**src/design/astcw_pkg.sv**
```systemverilog
// Shared types and constants for the ANSI SGR text cell writer.
// No dependencies; used by every astcw_* module and the top level.
package astcw_pkg;

    localparam int SCREEN_COLUMNS   = 80;
    localparam int CLEAR_LINE_LIMIT = 25;
    localparam int MAX_SGR_CODES    = 4;

    localparam logic [7:0] CH_NUL  = 8'h00;
    localparam logic [7:0] CH_LF   = 8'h0A;
    localparam logic [7:0] CH_ESC  = 8'h1B;
    localparam logic [7:0] CH_LBR  = 8'h5B;
    localparam logic [7:0] CH_SEMI = 8'h3B;
    localparam logic [7:0] CH_M    = 8'h6D;
    localparam logic [7:0] CH_ZERO = 8'h30;
    localparam logic [7:0] CH_NINE = 8'h39;
    localparam logic [7:0] CH_SPACE = 8'h20;

    localparam logic [7:0] CLEAR_ATTR = 8'h0F;

    localparam logic [7:0] FG_LO     = 8'd30;
    localparam logic [7:0] FG_HI     = 8'd37;
    localparam logic [7:0] FG_BRT_LO = 8'd90;
    localparam logic [7:0] FG_BRT_HI = 8'd97;
    localparam logic [7:0] BG_LO     = 8'd40;
    localparam logic [7:0] BG_HI     = 8'd47;

    typedef enum logic [3:0] {
        MODE_TEXT = 4'b0001,
        MODE_ESC  = 4'b0010,
        MODE_SGR  = 4'b0100,
        MODE_IDLE = 4'b1000
    } t_mode;

    typedef struct packed {
        logic [11:0] cell_index;
        logic [7:0]  cell_char;
        logic [7:0]  cell_attribute;
        logic        write_cell;
        logic        clear_screen;
    } t_result;

    // one queue entry = all results of one item (one or two)
    typedef struct packed {
        logic    two;
        t_result res1;
        t_result res0;
    } t_qent;

    typedef struct packed {
        logic  push;
        t_qent ent;
    } t_push;

    typedef struct packed {
        logic  valid;
        t_qent ent;
    } t_head;

    typedef struct packed {
        logic [4:0] fg;         // bit 4 = valid
        logic [2:0] bg;
        logic       bg_valid;
        logic       reset_seen;
    } t_pend;

    // ANSI color number to VGA color number
    function automatic logic [2:0] vga_colour(input logic [2:0] ansi);
        logic [2:0] v;
        case (ansi)
            3'd0:    v = 3'd0;
            3'd1:    v = 3'd4;
            3'd2:    v = 3'd2;
            3'd3:    v = 3'd6;
            3'd4:    v = 3'd1;
            3'd5:    v = 3'd5;
            3'd6:    v = 3'd3;
            default: v = 3'd7;
        endcase
        return v;
    endfunction

endpackage

```
**src/design/astcw_front.sv**
```systemverilog
// Front end: accepts characters, runs the SGR parser and cursor state,
// and pushes the results of each item into the queue. Uses astcw_pkg.
module astcw_front (
    input  logic                   i_clk,
    input  logic                   i_rst_n,
    input  logic                   i_valid,
    output logic                   o_ready,
    input  logic [7:0]             i_char_byte,
    input  logic                   i_first,
    input  logic [5:0]             i_start_line,
    input  logic [6:0]             i_start_column,
    input  logic [7:0]             i_base_attribute,
    input  logic                   i_full,
    output astcw_pkg::t_push       o_push
);

    astcw_pkg::t_mode r_mode, n_mode;
    logic [11:0]      r_cell, n_cell;
    logic [5:0]       r_line, n_line;
    logic [5:0]       r_used, n_used;
    logic [7:0]       r_def, n_def;
    logic [7:0]       r_act, n_act;
    logic [7:0]       r_acc, n_acc;
    logic [2:0]       r_cnt, n_cnt;
    logic             r_start, n_start;
    astcw_pkg::t_pend r_pend, n_pend;

    logic        w_accept;
    logic        w_digit;
    logic [3:0]  w_dval;
    logic [11:0] w_acc_mul;
    logic [11:0] w_start_cell;
    logic        w_clr, w_esc_wr, w_do_text, w_txt_wr, w_go_b, w_apply;
    logic [11:0] w_esc_cell, w_txt_cell;
    astcw_pkg::t_mode w_mode_eff;
    astcw_pkg::t_result w_res_clr, w_res_esc, w_res_txt;

    function automatic astcw_pkg::t_pend store_code(input astcw_pkg::t_pend p,
                                                    input logic [7:0] v);
        astcw_pkg::t_pend q;
        logic [7:0] d;
        q = p;
        d = 8'd0;
        if (v == 8'd0) begin
            q.reset_seen = 1'b1;
        end else if (v >= astcw_pkg::FG_LO && v <= astcw_pkg::FG_HI) begin
            d    = v - astcw_pkg::FG_LO;
            q.fg = {2'b10, astcw_pkg::vga_colour(d[2:0])};
        end else if (v >= astcw_pkg::FG_BRT_LO && v <= astcw_pkg::FG_BRT_HI) begin
            d    = v - astcw_pkg::FG_BRT_LO;
            q.fg = {2'b11, astcw_pkg::vga_colour(d[2:0])};
        end else if (v >= astcw_pkg::BG_LO && v <= astcw_pkg::BG_HI) begin
            d          = v - astcw_pkg::BG_LO;
            q.bg       = d[2:0];
            q.bg_valid = 1'b1;
        end
        return q;
    endfunction

    // attribute after a sequence ends; unchanged when nothing usable was read
    function automatic logic [7:0] apply_attr(input astcw_pkg::t_pend p,
                                              input logic [7:0] act,
                                              input logic [7:0] def);
        logic [7:0] a;
        a = act;
        if (p.fg[4] && p.bg_valid)  a = {1'b0, p.bg, p.fg[3:0]};
        else if (p.fg[4])           a = {4'h0, p.fg[3:0]};
        else if (p.bg_valid)        a = {1'b0, p.bg, 4'h0};
        else if (p.reset_seen)      a = def;
        return a;
    endfunction

    function automatic logic [5:0] sat_inc(input logic [5:0] x);
        return (x == 6'h3F) ? x : x + 6'd1;
    endfunction

    function automatic logic [2:0] cnt_inc(input logic [2:0] x);
        return (x == 3'h7) ? x : x + 3'd1;
    endfunction

    assign o_ready  = !i_full;
    assign w_accept = i_valid && o_ready;

    assign w_digit   = (i_char_byte >= astcw_pkg::CH_ZERO) && (i_char_byte <= astcw_pkg::CH_NINE);
    assign w_dval    = i_char_byte[3:0];
    assign w_acc_mul = {1'b0, r_acc, 3'b000} + {3'b000, r_acc, 1'b0} + {8'h00, w_dval};
    assign w_start_cell = 12'(int'(i_start_line) * astcw_pkg::SCREEN_COLUMNS
                              + int'(i_start_column));

    always_comb begin
        n_mode     = r_mode;
        n_cell     = r_cell;
        n_line     = r_line;
        n_used     = r_used;
        n_def      = r_def;
        n_act      = r_act;
        n_acc      = r_acc;
        n_cnt      = r_cnt;
        n_start    = r_start;
        n_pend     = r_pend;
        w_clr      = 1'b0;
        w_esc_wr   = 1'b0;
        w_do_text  = 1'b0;
        w_txt_wr   = 1'b0;
        w_go_b     = 1'b0;
        w_apply    = 1'b0;
        w_mode_eff = r_mode;

        if (i_first) begin
            n_pend  = '0;
            n_acc   = 8'd0;
            n_cnt   = 3'd0;
            n_start = 1'b1;
            n_mode  = astcw_pkg::MODE_TEXT;
            if (r_used > 6'(astcw_pkg::CLEAR_LINE_LIMIT)) begin
                n_used = 6'd0;
                w_clr  = 1'b1;
            end
            n_line     = i_start_line;
            n_cell     = w_start_cell;
            n_def      = i_base_attribute;
            n_act      = i_base_attribute;
            w_mode_eff = astcw_pkg::MODE_TEXT;
        end

        unique case (w_mode_eff)
            astcw_pkg::MODE_TEXT: begin
                w_do_text = 1'b1;
            end
            astcw_pkg::MODE_ESC: begin
                if (i_char_byte == astcw_pkg::CH_LBR) begin
                    n_pend  = '0;
                    n_acc   = 8'd0;
                    n_cnt   = 3'd0;
                    n_start = 1'b1;
                    n_mode  = astcw_pkg::MODE_SGR;
                end else begin
                    n_mode    = astcw_pkg::MODE_TEXT;
                    w_esc_wr  = 1'b1;
                    w_do_text = 1'b1;
                end
            end
            astcw_pkg::MODE_SGR: begin
                // inside a code: digits accumulate, anything else closes it
                if (!n_start) begin
                    if (w_digit) begin
                        n_acc = (w_acc_mul > 12'd255) ? 8'd255 : w_acc_mul[7:0];
                    end else begin
                        n_pend  = store_code(n_pend, n_acc);
                        n_cnt   = cnt_inc(n_cnt);
                        n_acc   = 8'd0;
                        n_start = 1'b1;
                        w_go_b  = (i_char_byte != astcw_pkg::CH_SEMI);
                    end
                end else begin
                    w_go_b = 1'b1;
                end
                // at a code boundary
                if (w_go_b) begin
                    if (n_cnt >= 3'(astcw_pkg::MAX_SGR_CODES)
                        || i_char_byte == astcw_pkg::CH_M
                        || i_char_byte == astcw_pkg::CH_NUL) begin
                        w_apply   = 1'b1;
                        w_do_text = (i_char_byte != astcw_pkg::CH_M);
                    end else if (w_digit) begin
                        n_acc   = {4'h0, w_dval};
                        n_start = 1'b0;
                    end else if (i_char_byte == astcw_pkg::CH_SEMI) begin
                        n_pend.reset_seen = 1'b1;
                        n_cnt             = cnt_inc(n_cnt);
                    end else begin
                        // odd byte: empty slots count as code 0, then text
                        n_pend.reset_seen = 1'b1;
                        w_apply           = 1'b1;
                        w_do_text         = 1'b1;
                    end
                end
                if (w_apply) begin
                    n_act   = apply_attr(n_pend, n_act, n_def);
                    n_pend  = '0;
                    n_acc   = 8'd0;
                    n_cnt   = 3'd0;
                    n_start = 1'b1;
                    n_mode  = astcw_pkg::MODE_TEXT;
                end
            end
            astcw_pkg::MODE_IDLE: begin
                // message ended; wait for the next first character
            end
            default: begin
            end
        endcase

        w_esc_cell = n_cell;
        w_txt_cell = n_cell + {11'd0, w_esc_wr};
        n_cell     = w_txt_cell;

        if (w_do_text) begin
            if (i_char_byte == astcw_pkg::CH_NUL) begin
                n_used = sat_inc(n_used);
                n_mode = astcw_pkg::MODE_IDLE;
            end else if (i_char_byte == astcw_pkg::CH_ESC) begin
                n_mode = astcw_pkg::MODE_ESC;
            end else if (i_char_byte == astcw_pkg::CH_LF) begin
                n_line = sat_inc(n_line);
                n_cell = 12'(int'(n_line) * astcw_pkg::SCREEN_COLUMNS);
                n_used = sat_inc(n_used);
            end else begin
                w_txt_wr = 1'b1;
                n_cell   = w_txt_cell + 12'd1;
            end
        end
    end

    always_comb begin
        w_res_clr = '{cell_index: 12'd0, cell_char: astcw_pkg::CH_SPACE,
                      cell_attribute: astcw_pkg::CLEAR_ATTR,
                      write_cell: 1'b0, clear_screen: 1'b1};
        w_res_esc = '{cell_index: w_esc_cell, cell_char: astcw_pkg::CH_ESC,
                      cell_attribute: n_act, write_cell: 1'b1, clear_screen: 1'b0};
        w_res_txt = '{cell_index: w_txt_cell, cell_char: i_char_byte,
                      cell_attribute: n_act, write_cell: 1'b1, clear_screen: 1'b0};
        o_push.push     = w_accept && (w_clr || w_esc_wr || w_txt_wr);
        o_push.ent.res0 = w_clr ? w_res_clr : (w_esc_wr ? w_res_esc : w_res_txt);
        o_push.ent.res1 = w_res_txt;
        o_push.ent.two  = (w_clr || w_esc_wr) && w_txt_wr;
    end

    always_ff @(posedge i_clk) begin
        if (!i_rst_n) begin
            r_mode  <= astcw_pkg::MODE_TEXT;
            r_cell  <= 12'd0;
            r_line  <= 6'd0;
            r_used  <= 6'd0;
            r_def   <= 8'd0;
            r_act   <= 8'd0;
            r_acc   <= 8'd0;
            r_cnt   <= 3'd0;
            r_start <= 1'b1;
            r_pend  <= '0;
        end else if (w_accept) begin
            r_mode  <= n_mode;
            r_cell  <= n_cell;
            r_line  <= n_line;
            r_used  <= n_used;
            r_def   <= n_def;
            r_act   <= n_act;
            r_acc   <= n_acc;
            r_cnt   <= n_cnt;
            r_start <= n_start;
            r_pend  <= n_pend;
        end
    end

endmodule

```
**src/design/astcw_queue.sv**
```systemverilog
// Small FIFO of per-item result groups between front and back end.
// Uses astcw_pkg for the entry types.
module astcw_queue #(
    parameter int DEPTH = 4
) (
    input  logic             i_clk,
    input  logic             i_rst_n,
    input  astcw_pkg::t_push i_push,
    output logic             o_full,
    output astcw_pkg::t_head o_head,
    input  logic             i_pop
);

    localparam int PW = (DEPTH > 1) ? $clog2(DEPTH) : 1;
    localparam int CW = $clog2(DEPTH + 1);

    astcw_pkg::t_qent r_mem [DEPTH];
    logic [PW-1:0]    r_wr, r_rd;
    logic [CW-1:0]    r_count;
    logic             w_pop;

    assign o_full       = (r_count == CW'(DEPTH));
    assign o_head.valid = (r_count != '0);
    assign o_head.ent   = r_mem[r_rd];
    assign w_pop        = i_pop && o_head.valid;

    function automatic logic [PW-1:0] ptr_inc(input logic [PW-1:0] p);
        return (p == PW'(DEPTH - 1)) ? '0 : p + PW'(1);
    endfunction

    always_ff @(posedge i_clk) begin
        if (i_push.push) begin
            r_mem[r_wr] <= i_push.ent;
        end
    end

    always_ff @(posedge i_clk) begin
        if (!i_rst_n) begin
            r_wr    <= '0;
            r_rd    <= '0;
            r_count <= '0;
        end else begin
            if (i_push.push) r_wr <= ptr_inc(r_wr);
            if (w_pop)       r_rd <= ptr_inc(r_rd);
            if (i_push.push && !w_pop)      r_count <= r_count + CW'(1);
            else if (!i_push.push && w_pop) r_count <= r_count - CW'(1);
        end
    end

endmodule

```
**src/design/astcw_back.sv**
```systemverilog
// Back end: walks the one or two results of the head queue entry into a
// registered output stage with last marking. Uses astcw_pkg.
module astcw_back (
    input  logic                 i_clk,
    input  logic                 i_rst_n,
    input  astcw_pkg::t_head     i_head,
    output logic                 o_pop,
    output logic                 o_valid,
    input  logic                 i_ready,
    output astcw_pkg::t_result   o_result,
    output logic                 o_last
);

    logic               r_valid;
    logic               r_idx;
    logic               r_last;
    astcw_pkg::t_result r_result;
    logic               w_load;
    logic               w_ent_last;

    assign w_load     = !r_valid || i_ready;
    assign w_ent_last = r_idx || !i_head.ent.two;
    assign o_pop      = w_load && i_head.valid && w_ent_last;

    always_ff @(posedge i_clk) begin
        if (!i_rst_n) begin
            r_valid <= 1'b0;
            r_idx   <= 1'b0;
        end else if (w_load) begin
            r_valid <= i_head.valid;
            if (i_head.valid) r_idx <= !w_ent_last;
        end
    end

    always_ff @(posedge i_clk) begin
        if (w_load && i_head.valid) begin
            r_result <= r_idx ? i_head.ent.res1 : i_head.ent.res0;
            r_last   <= w_ent_last;
        end
    end

    assign o_valid  = r_valid;
    assign o_result = r_result;
    assign o_last   = r_last;

endmodule

```
**src/design/ansi_sgr_text_cell_writer.sv**
```systemverilog
// Top level of the ANSI SGR text cell writer: front parser, result queue,
// output sequencer. Depends on astcw_pkg, astcw_front, astcw_queue, astcw_back.
//
// Usage:
//  - s_axis carries one message character per item; tuser[0] flags the first
//    character, which also loads start line/column and the base attribute.
//  - m_axis carries cell writes and clear requests; tlast marks the last
//    result of one input item (an item gives zero, one or two results).
//  - Path: a taken item is parsed and written into the queue, then its result
//    is loaded into the output register before it leaves on m_axis.
//  - Throughput: one item per cycle while each item gives at most one result and
//    m_axis_tready stays high; the output port sends one result per cycle, so two-result items
//    (clear plus write, or a lone ESC plus the next character) send their results one after the other.
//    The single output register is the limit.
//  - Items with no result (escape bytes, newlines, terminator, bytes after the
//    terminator) pass through the parser and put nothing in the queue.
//  - m_axis stall: results pile up in the QUEUE_DEPTH-entry queue; s_axis_tready
//    drops only when the queue is full, so the input side keeps going meanwhile.
//  - Reset (i_rst_n low, synchronous): parser returns to text mode, cursor at
//    cell 0, attributes 0, queue and output register empty.
module ansi_sgr_text_cell_writer #(
    parameter int QUEUE_DEPTH = 4
) (
    input  logic        i_clk,
    input  logic        i_rst_n,
    input  logic        s_axis_tvalid,
    output logic        s_axis_tready,
    // [7:0] char_byte, [13:8] start_line, [20:14] start_column,
    // [28:21] base_attribute, [31:29] zero
    input  logic [31:0] s_axis_tdata,
    // [0] first_of_message
    input  logic [0:0]  s_axis_tuser,
    output logic        m_axis_tvalid,
    input  logic        m_axis_tready,
    // [11:0] cell_index, [19:12] cell_char, [27:20] cell_attribute, [31:28] zero
    output logic [31:0] m_axis_tdata,
    // [0] write_cell, [1] clear_screen
    output logic [1:0]  m_axis_tuser,
    // last_result
    output logic        m_axis_tlast
);

    astcw_pkg::t_push   w_push;
    astcw_pkg::t_head   w_head;
    astcw_pkg::t_result w_result;
    logic               w_full;
    logic               w_pop;

    // parser and cursor state
    astcw_front u_front (
        .i_clk            (i_clk),
        .i_rst_n          (i_rst_n),
        .i_valid          (s_axis_tvalid),
        .o_ready          (s_axis_tready),
        .i_char_byte      (s_axis_tdata[7:0]),
        .i_first          (s_axis_tuser[0]),
        .i_start_line     (s_axis_tdata[13:8]),
        .i_start_column   (s_axis_tdata[20:14]),
        .i_base_attribute (s_axis_tdata[28:21]),
        .i_full           (w_full),
        .o_push           (w_push)
    );

    // decouples parser from output stalls
    astcw_queue #(
        .DEPTH (QUEUE_DEPTH)
    ) u_queue (
        .i_clk   (i_clk),
        .i_rst_n (i_rst_n),
        .i_push  (w_push),
        .o_full  (w_full),
        .o_head  (w_head),
        .i_pop   (w_pop)
    );

    // splits each entry into its results, one per cycle while m_axis is not stalled
    astcw_back u_back (
        .i_clk    (i_clk),
        .i_rst_n  (i_rst_n),
        .i_head   (w_head),
        .o_pop    (w_pop),
        .o_valid  (m_axis_tvalid),
        .i_ready  (m_axis_tready),
        .o_result (w_result),
        .o_last   (m_axis_tlast)
    );

    assign m_axis_tdata = {4'h0, w_result.cell_attribute, w_result.cell_char,
                           w_result.cell_index};
    assign m_axis_tuser = {w_result.clear_screen, w_result.write_cell};

`ifndef SYNTHESIS
    // output stage comes out of reset empty
    a_reset_empty: assert property (@(posedge i_clk)
        !i_rst_n |=> !m_axis_tvalid)
        else $error("output valid right after reset");

    // first result of a two-result item is followed at once by the second
    a_pair_back_to_back: assert property (@(posedge i_clk) disable iff (!i_rst_n)
        m_axis_tvalid && m_axis_tready && !m_axis_tlast |=> m_axis_tvalid)
        else $error("second result of an item did not follow");

    // a clear request is never a cell write and always names cell 0
    a_clear_form: assert property (@(posedge i_clk) disable iff (!i_rst_n)
        m_axis_tvalid && m_axis_tuser[1] |->
            !m_axis_tuser[0] && m_axis_tdata[11:0] == 12'd0)
        else $error("malformed clear result");
`endif

endmodule
```
**config.mk**
```make
export PLATFORM = sky130hd
export DESIGN_NAME = ansi_sgr_text_cell_writer
export DESIGN_NICKNAME = d
export VERILOG_FILES = /design/src/design/astcw_pkg.sv /design/src/design/astcw_front.sv /design/src/design/astcw_queue.sv /design/src/design/astcw_back.sv /design/src/design/ansi_sgr_text_cell_writer.sv
export SDC_FILE = /design/constraint.sdc
export NUM_CORES = 1
export LEC_CHECK = 0
export ABC_AREA = 1
export ABC_CLOCK_PERIOD_IN_PS = 16850
export BUFFER_PORTS_ARGS = -buffer_cell sky130_fd_sc_hd__buf_2
export CORE_MARGIN = 5
export CORE_UTILIZATION = 45
export DETAILED_ROUTE_END_ITERATION = 10
export GPL_TIMING_DRIVEN = 0
export PLACE_DENSITY = 0.62
export RECOVER_POWER = 100
export SLEW_MARGIN = 20
export SYNTH_ARGS = -nofsm -noshare
export SYNTH_HDL_FRONTEND = slang
export SYNTH_SLANG_ARGS = --single-unit
export TNS_END_PERCENT = 100
```
**constraint.sdc**
```tcl
create_clock -name i_clk -period 16.85 [get_ports i_clk]
set_clock_uncertainty 0.15 [all_clocks]
set_input_delay 4.2125 -clock i_clk [delete_from_list [all_inputs] [get_ports i_clk]]
set_output_delay 4.2125 -clock i_clk [all_outputs]
set_load 0.005 [all_outputs]
```
Word level (Yosys, flattened, before mapping)
Memories as Yosys holds them, arrays and structs flattened. A register that Yosys moved wholly into a read port is not among the register bits.
Index checks and enable logic that the tools add are counted.

operators by class
  $add $sub $neg = 16
  $mul = 2
  magnitude comparators = 11
  equality and inequality tests = 29
  multiplexer cells = 115
  reduce and logical (&&, ||, !) cells = 32

operator list
  operator                                                         number
  2-to-1 mux 8 bit                                                 17
  2-to-1 mux 30 bit                                                3
  2-to-1 mux 6 bit                                                 13
  2-to-1 mux 10 bit                                                6
  2-to-1 mux 12 bit                                                5
  2-to-1 mux 3 bit                                                 15
  case mux 3 bit (7 select lines)                                  2
  2-to-1 mux 1 bit                                                 33
  2-to-1 mux 4 bit                                                 8
  equality test 3 bit (second input constant)                      9
  less-or-equal comparator 8 x 6 -> 1 bit (second input constant)  3
  case mux 10 bit (2 select lines)                                 1
  equality test 8 x 7 -> 1 bit (second input constant)             2
  >= comparator 8 x 6 -> 1 bit (second input constant)             2
  zero test 8 bit                                                  2
  multiplier 6 x 3 -> 8 bit (second input constant)                2
  case mux 8 bit (2 select lines)                                  1
  logical AND 1 bit                                                13
  adder 11 x 9 -> 12 bit                                           1
  adder 12 x 1 -> 12 bit                                           1
  adder 12 x 1 -> 12 bit (second input constant)                   1
  adder 12 x 4 -> 12 bit                                           1
  adder 12 x 8 -> 12 bit                                           1
  adder 6 x 1 -> 6 bit (second input constant)                     2
  other kinds (36)                                                 61

storage, ports and cells
  bits in registers = 106
  memory bits (writable) = 236
  input port bits = 37
  output and inout bits = 37
  logic and storage cells = 230
  memories = 1

memories
  name           words  bits a word  rd ports  clocked after Yosys merged registers in  write ports  line               RTL
  u_queue.r_mem  4      59           1         1                                        1            astcw_queue.sv:17  astcw_pkg::t_qent r_mem [DEPTH];

Logic depth before layout (Yosys ltp)
Gate-level depths: netlist of the first run.

  depth after elaboration = 22
  depth in mapped cells = 26
  mapped depth without buffers = 25

Hierarchy
Synthesis of the first run repeated with hierarchy kept, for this count alone.

unflattened totals
  cells, all modules = 1950
  area total of the unflattened synthesis = 18451.4 um^2

by module, submodules not included
  module                     times used  cells each  area an instance (um^2)  seq. area each (um^2)
  astcw_queue                1           653         10090.9                  7507.2
  astcw_front                1           1151        6936.7                   1321.3
  astcw_back                 1           141         1390.1                   970.9
  ansi_sgr_text_cell_writer  1           5           33.8                     0.0

Worst setup path after synthesis of the first run
OpenSTA, ideal clock, no wires.

  path kind = input-to-reg
  start = in s_axis_tuser
  end = mem u_queue.r_mem[0][0] (netlist bit), enable pin
  setup time = 0.476 ns
  arrival time = 8.917 ns
  required time = 16.224 ns
  setup slack = 7.307 ns
  cell stages on the path = 20
  buffers on the path = 6
  cells stage by stage = buf_6 buf_12 buf_8 buf_6 buf_4 buf_2 nor2_1 ha_1 nand3_1 nand2_1 nor3_2 o21ai_2 nand3_1 nand2_4 nand2_2 inv_2 nand2_4 nand2_2 nand2_2 nor2_1

on the way
  longest elaborated chain between the ends = 17
  elaborated cells between the ends (all ways) = 28
  classes of those cells = add/sub (1); order compare (1); eq/ne (4); mux (17); reduce/logical (5)

ends and longest elaborated chain
  element                                                             line                             RTL
  start, declared                                                     ansi_sgr_text_cell_writer.sv:32  input logic [0:0] s_axis_tuser,
  2-to-1 mux 3 bit                                                    astcw_front.sv:109               if (i_first) begin
  adder 3 x 1 -> 3 bit / equality test 3 bit (equally long branches)  astcw_front.sv:78                return (x == 3'h7) ? x : x + 3'd1;
  2-to-1 mux 3 bit                                                    astcw_front.sv:78
  2-to-1 mux 3 bit                                                    astcw_front.sv:146               if (w_digit) begin
  2-to-1 mux 3 bit                                                    astcw_front.sv:145               if (!n_start) begin
  2-to-1 mux 3 bit                                                    astcw_front.sv:126               unique case (w_mode_eff)
  >= comparator 3 bit                                                 astcw_front.sv:160               if (n_cnt >= 3'(astcw_pkg::MAX_SGR_CODES)
  logical OR 1 bit                                                    astcw_front.sv:161               || i_char_byte == astcw_pkg::CH_M
  logical OR 1 bit                                                    astcw_front.sv:162               || i_char_byte == astcw_pkg::CH_NUL) begin
  2-to-1 mux 1 bit                                                    astcw_front.sv:160
  2-to-1 mux 1 bit                                                    astcw_front.sv:159               if (w_go_b) begin
  case mux 1 bit (3 select lines)                                     astcw_front.sv:126
  2-to-1 mux 1 bit                                                    astcw_front.sv:198               if (w_do_text) begin
  logical OR 1 bit (*)                                                astcw_front.sv:223               o_push.push = w_accept && (w_clr || w_esc_wr || w_txt_wr);
  logical AND 1 bit (*)                                               astcw_front.sv:223
  2-to-1 mux 1 bit (*)                                                astcw_queue.sv:32                if (i_push.push) begin
  2-to-1 mux 1 bit (not written as such) (*)                          astcw_queue.sv:33                r_mem[r_wr] <= i_push.ent;
  end, declared                                                       astcw_queue.sv:17

Every way passes the cells marked *; elsewhere a longest branch is shown, timed or not. The select of a mux whose other input is x is not followed.

Final worst setup path of the first run
  start = in s_axis_tuser
  end = mem u_queue.r_mem[2][8] (netlist bit), enable pin

Same word-level chain as after synthesis.

==> metrics.csv, run 1 <==
stage,metric,value,unit
outcome,outcome,finished with violations,
outcome,violations,"capacitance limit, slew limit",
setup_path,cp_top_family,buffers and inverters,
placed_design,place_inst,2475,
final_layout,drive_gt1_share,7.82,%
floorplan,fp-row-count,71,
power,p_comb_share,30.7,%
global_route,gr-total-overflow,0,
logic_synthesis,syn_inst,1883,
power,power.internal,1.84,mW
final_layout,fin_cells,2545,
floorplan,start_util,45.7,%
setup_path,path_buf_inv,9,
logic_synthesis,ys_ff_latch,344,
drt,drtPass1Iterations,6,
logic_synthesis,async_flop_share,0,%
setup_path,required,16870,ps
sta,report.final.setup_viol,0,
clock_network,numCtsBuffers,38,
final_layout,num_antenna_cells,0,
clock_network,postCtsSetupBuffers,0,
logic_synthesis,synth_area_per_cell,9.15,um^2
global_route,grt_pass1_vias,13631,
global_route,grt_pass1_wl,76.6,mm
sta,worst_slew_pin_slew,1680,ps
setup_path,endpoint_kind,flip-flop,
setup_path,worstPathArrival,12110,ps
final_layout,syn2layout_area_growth,12.2,%
power,p_sw,1.02,mW
sta,timing.slew.headroom,-12.3,%
floorplan,dieHeight,206,um
min_path,hold_class,reg -> reg,
setup_path,path_max_fanout,16,
drt,drt_iter0_markers,1232,
setup_path,crit_top_cell,clkbuf_1,
setup_path,crit_type,in -> reg,
floorplan,dieArea,42300,um^2
drt,post_drt_wl_per_cell,19.4,um
global_route,track_usage,23.3,%
clock_network,cts_sinks,344,
final_layout,mostFrequentLayoutCells,"320 x nor2_1, 277 x nand2_1, 267 x edfxtp_1, 227 x o21ai_0, 156 x inv_1",
clock_network,cts_max_path_buffers,3,
logic_synthesis,ys.warnings.count,0,
drt,postRouteAntennaNets,0,
logic_synthesis,yosysSeqAreaShare,55.5,%
drt,via_per_inst,5.51,
logic_synthesis,synth_edf_count,267,
sta,fin_tns_setup,0,ps
clock_network,cts_tree,yes,
final_layout,final_common_cell,nor2_1,
clock_network,cts-root-buf,clkbuf_16,
global_route,grt_start_max_net_pins,24,
clock_network,cts_max_level,2,
power,ir_drop,0.0000814,V
setup_path,path_cells,clkbuf_1 -> clkbuf_1 -> clkbuf_1 -> clkbuf_1 -> clkbuf_1 -> clkbuf_1 -> nor2_1 -> ha_1 -> nand3_1 -> nand2_1 -> nor3_1 -> o21ai_0 -> nand3_1 -> nand2_1 -> nand2_1 -> inv_1 -> nand2_1 -> nand2_2 -> nand2_1 -> nor2_1 -> clkbuf_1 -> clkbuf_1,
placed_design,port_buffers,65,
final_layout,nets,2096,
drt,remaining_drc_errors,0,
power,pwr-share-seq,40.5,%
power,p_per_area,148,nW/um^2
sta,finalHoldViolCount,0,
setup_path,cpPeakStageDelay,1000,ps
power,swShare,35.6,%
logic_synthesis,ys_types,58,
sta,layout_worst_path_cycle_share,71.7,%
floorplan,core_area,37800,um^2
setup_path,cp-start-kind,primary input,
drt,wirelength,49.4,mm
run,max-cap-violations,1,
sta,max_freq,82.8,MHz
setup_path,worst_path_max_delay_cell,nor2_1,
clock_network,clk_pin_slew,60,ps
power,p_leak,7.54,nW
placed_design,gp_congestion,0.913,
sta,rsz0062_at_grt,no,
floorplan,die_w,206,um
sta,report.final.slew_viol_count,13,
floorplan,num_io_pins,74,
global_route,grt_antenna_before_repair,1,
sta,timing.final.crit_period,12080,ps
power,power_frac_clock,28.9,%
drt,vias,14022,
clock_network,worstSkewPairLatency,560,ps
clock_network,cts_resized,0,
placed_design,hpwl,35.4,mm
logic_synthesis,syn-cell-area,17200,um^2
clock_network,postCtsHoldBufs,0,
logic_synthesis,ys.flop_type,edfxtp_1,
-- per-layer routing --
| layer | track usage, % | up-vias | wire length (um) |
|---|---|---|---|
| met3 | 3.29 | 98 | 3480 |
| li1 | - | 6725 | - |
| met5 | 0 | - | 0 |
| met4 | 8.21 | 0 | 1510 |
| met1 | 32.4 | 6661 | 21700 |
| met2 | 37.5 | 538 | 22600 |
-- cells in the mapped netlist, types with 9 or more instances --
master,number,area share (%)
nor2_1,314,6.8
a31oi_1,40,1.5
nand3_1,84,2.4
inv_2,18,0.39
nand2_1,265,5.8
o21ai_0,213,6.2
ha_1,49,3.6
clkbuf_1,69,1.5
nor3_1,11,0.32
nor2_2,9,0.33
inv_1,148,3.2
a21oi_1,118,3.4
edfxtp_1,267,47
o21ai_1,24,0.70
o211ai_1,12,0.52
dfxtp_1,77,8.9
nand2_2,26,0.94
buf_2,10,0.29
o22ai_1,29,1.1
-- per-stage QoR --
step           area [um^2]  worst slack (ps)  hold WS, ps  total power, mW  util (%)
5_1_grt              19300              4330          343             3.02      51.2
3_3_place_gp         18200              4560          300             2.04      48.2
6_report             19300              4770          311             2.85      51.2
2_1_floorplan        17200              7310          287             1.73         -
4_1_cts              19800              8660          314             2.91      52.5
3_5_place_dp         18600              8120          305             2.09      49.3
-- layout make-up --
| type | instances | area [um^2] |
|---|---|---|
| fill | 3525 | 18400 |
| sequential | 344 | 9560 |
| multi-input combinational | 1277 | 6500 |
| clock buffer | 47 | 1010 |
| inverter | 171 | 644 |
| tap | 511 | 639 |
| timing repair buffer | 78 | 382 |
| buffer | 94 | 382 |
| clock inverter | 23 | 221 |
-- tightest hold or removal path: cells and delay by family (launching register included) --
| kind | cells | cell delay (ps) |
|---|---|---|
| DFF | 1 | 300 |
| and+or+nand+nor | 1 | 60 |
| AOI/OAI and AO/OA | 1 | 50 |
-- registers in the layout, indices dropped and copies added (netlist names), 3 cells and up, named ones only --
| signal | flops |
|---|---|
| u_front.r_cell | 12 |
| u_front.r_cnt | 3 |
| u_back.o_result | 30 |
| u_queue.r_mem | 236 |
| u_front.r_mode | 4 |
| u_front.r_act | 8 |
| u_front.r_line | 6 |
| u_front.r_used | 6 |
| u_front.r_pend | 10 |
| u_front.r_acc | 8 |
| u_front.r_def | 8 |
| u_queue.r_count | 3 |
-- power groups by stage --
stage	Combinational, mW	Clock, mW	Sequential, mW
2_1_floorplan	0.558	0	1.17
3_3_place_gp	0.864	0	1.18
3_5_place_dp	0.924	0	1.17
4_1_cts	0.928	0.835	1.15
5_1_grt	0.981	0.873	1.17
6_report	0.875	0.824	1.15
-- path summary, 6_finish.rpt --
path	cells after the start	from	slack (ps)	to
worst max-delay path	22	s_axis_tuser	4770	u_queue.r_mem[2][8]$_DFFE_PP_
worst min-delay path	2	u_front.r_line[3]$_SDFFE_PN0P_	310	u_front.r_line[3]$_SDFFE_PN0P_
worst max register to register	17	u_front.r_cnt[0]$_SDFFE_PN0P_	10630	u_queue.r_mem[2][8]$_DFFE_PP_
worst min register to register	2	u_front.r_line[3]$_SDFFE_PN0P_	310	u_front.r_line[3]$_SDFFE_PN0P_
-- logic make-up after synthesis --
family	after synthesis	synth area share, %
xor+xnor	9	0.501
buf+inv	265	6.26
mux	1	0.0581
simple gates	745	18.7
compound gates	463	14.7
flops	344	55.5
fa+ha+maj	55	4.25
other cells	1	0.0218
Power figures use the tool's default switching activity.
==> run 2: changes to the inputs <==
Settings changed: ABC_CLOCK_PERIOD_IN_PS 16850 to 12300.
Clock period 16.85 ns to 12.3 ns, I/O delays scaled along.
==> run 2 against run 1 <==
Against the previous run: the run still ends with capacitance limit, slew limit left; clock power is 37% higher; core utilization is 0.77 points higher; largest power group unchanged; largest cell class unchanged; highest routed layer unchanged; total power is 38% higher.
==> metrics.csv, run 2 (synthesis results as in run 1) <==
stage,metric,value,unit,change
global_route,grtUsageMet1,32.4,%,unchanged
final_layout,drive_gt1_share,8.75,%,+0.93 points
clock_network,cts_resized,0,,unchanged
setup_path,path_cells,clkbuf_1 -> clkbuf_1 -> clkbuf_1 -> clkbuf_1 -> clkbuf_1 -> clkbuf_1 -> nor2_1 -> ha_1 -> nand3_1 -> nand2_1 -> nor3_1 -> o21ai_0 -> nand3_1 -> nand2_4 -> nand2_1 -> inv_2 -> nand2_4 -> nand2_2 -> nand2_2 -> nor2_4 -> buf_16 -> buf_16 -> buf_12,,
global_route,use_met3,3.29,%,unchanged
global_route,gr-total-overflow,0,,unchanged
setup_path,path_max_fanout,22,,+6
min_path,hold_class,reg -> reg,,
setup_path,endpoint_kind,flip-flop,,
sta,fin_tns_setup,0,ps,unchanged
power,p_leak,7.65,nW,+1.4%
sta,worst_slew_pin_slew,1640,ps,-36.3 ps
sta,rsz0062_at_grt,no,,
setup_path,worstPathArrival,9570,ps,-2540 ps
clock_network,cts-root-buf,clkbuf_16,,
clock_network,worstSkewPairLatency,560,ps,about the same
sta,report.final.slew_viol_count,13,,unchanged
global_route,grt_antenna_before_repair,1,,unchanged
drt,drtPass1Iterations,5,,-1
final_layout,num_antenna_cells,0,,unchanged
drt,post_drt_wl_per_cell,19.4,um,-0.24%
sta,timing.slew.headroom,-9.85,%,+2.4 points
setup_path,cp-start-kind,primary input,,
setup_path,crit_type,in -> reg,,
clock_network,cts_max_level,2,,unchanged
final_layout,final_area,19600,um^2,+1.5%
setup_path,r2r_slack,8090,ps,-2540 ps
final_layout,top_register,u_queue.r_mem,,
clock_network,cts_sinks,344,,unchanged
drt,drt_iter0_markers,1237,,+0.41%
global_route,track_usage,23.3,%,unchanged
final_layout,mostFrequentLayoutCells,"316 x nor2_1, 274 x nand2_1, 267 x edfxtp_1, 226 x o21ai_0, 155 x inv_1",,
clock_network,numCtsBuffers,38,,unchanged
placed_design,gp_congestion,0.913,,unchanged
final_layout,final_common_cell,nor2_1,,
floorplan,num_io_pins,74,,unchanged
power,p_per_area,201,nW/um^2,+36%
final_layout,fin_cells,2545,,unchanged
sta,max_freq,106,MHz,
floorplan,fp-row-count,71,,unchanged
floorplan,dieHeight,206,um,unchanged
drt,via_per_inst,5.52,,+0.24%
setup_path,cpPeakStageDelay,800,ps,-200 ps
final_layout,fillers,3485,,-1.1%
drt,remaining_drc_errors,0,,unchanged
final_layout,nets,2096,,unchanged
clock_network,cts_tree,yes,,
run,max-cap-violations,1,,unchanged
global_route,grt_pass1_vias,13631,,unchanged
global_route,grt_start_max_net_pins,24,,unchanged
drt,vias,14056,,+0.24%
floorplan,start_util,45.7,%,unchanged
outcome,outcome,finished with violations,,
power,ir_drop,0.000111,V,+37%
global_route,use_met2,37.5,%,unchanged
placed_design,hpwl,35.4,mm,unchanged
final_layout,largest_reg_flops,236,,unchanged
global_route,grt_pass1_wl,76.6,mm,unchanged
placed_design,place_inst,2475,,unchanged
clock_network,clk_pin_slew,60,ps,about the same
drt,postRouteAntennaNets,0,,unchanged
global_route,grt_busiest_layer,met2,,
setup_path,worst_path_max_delay_cell,clkbuf_1,,
sta,finalHoldViolCount,0,,unchanged
floorplan,die_w,206,um,unchanged
sta,timing.final.crit_period,9420,ps,
clock_network,cts_max_path_buffers,3,,unchanged
setup_path,crit_top_cell,clkbuf_1,,
final_layout,syn2layout_area_growth,13.8,%,
sta,report.final.setup_viol,0,,unchanged
floorplan,core_area,37800,um^2,unchanged
placed_design,port_buffers,65,,unchanged
floorplan,dieArea,42300,um^2,unchanged
sta,layout_worst_path_cycle_share,76.6,%,
drt,wirelength,49.3,mm,-0.24%
clock_network,postCtsSetupBuffers,0,,unchanged
setup_path,required,12450,ps,-4420 ps
outcome,violations,"capacitance limit, slew limit",,
placed_design,placed_cell_area,18600,um^2,unchanged
clock_network,postCtsHoldBufs,0,,unchanged
[run 2: changes by cell type in the layout (fill, tap and decap cells not counted)]
| cell | change |
|---|---|
| buf_16 | +10 |
| clkbuf_1 | -10 |
| nor2_1 | -4 |
| nor2_4 | +4 |
| nand2_1 | -3 |
| nand2_4 | +2 |
| a21oi_1 | -1 |
| a21oi_2 | +1 |
| inv_1 | -1 |
| inv_2 | +1 |
| nand2_2 | +1 |
| o21ai_0 | -1 |
| o21ai_1 | +1 |
[run 2: path summary, 6_finish.rpt]
kind                                                      from                              to  cells past startpoint
worst max register to register   u_front.r_cnt[0]$_SDFFE_PN0P_  u_queue.r_mem[1][20]$_DFFE_PP_                     18
worst min-delay path            u_front.r_line[3]$_SDFFE_PN0P_  u_front.r_line[3]$_SDFFE_PN0P_                      2
worst max-delay path                              s_axis_tuser  u_queue.r_mem[1][20]$_DFFE_PP_                     23
worst min register to register  u_front.r_line[3]$_SDFFE_PN0P_  u_front.r_line[3]$_SDFFE_PN0P_                      2
[run 2: layout make-up]
type	count	area (um^2)	share of cell area, %
buffer	94	382	1.94
clock buffer	47	1010	5.13
clock inverter	23	221	1.13
inverter	171	644	3.28
multi-input combinational	1277	6550	33.4
sequential	344	9560	48.7
tap	511	639	3.26
timing repair buffer	78	619	3.16
[run 2: critical path, delay by kind of cell]
family	cells	cell delay (ps)
buf+inv	10	4300
compound gates	1	250
fa+ha+maj	1	280
simple gates	11	1630
[run 2: metal layers]
metal  routed length, um  vias to the layer above
met5                   0                        -
met4                1470                        0
met3                3610                       95
met2               22600                      562
met1               21600                     6668
li1                    -                     6731
[run 2: metrics by stage]
stage	total power, mW	worst slack [ps]	hold WS, ps	utilization, %
floorplan	2.37	3890	287	-
finish	3.94	2880	311	52.0
global route	4.17	2540	343	52.0
CTS	3.99	5250	314	52.5
detailed placement	2.87	4710	305	49.3
global placement	2.80	1150	300	48.2
[run 2: where the power goes]
group | internal [mW] | switching [mW] | total (mW)
combinational | 0.373 | 0.861 | 1.23
clock | 0.651 | 0.476 | 1.13
sequential | 1.52 | 0.0635 | 1.58
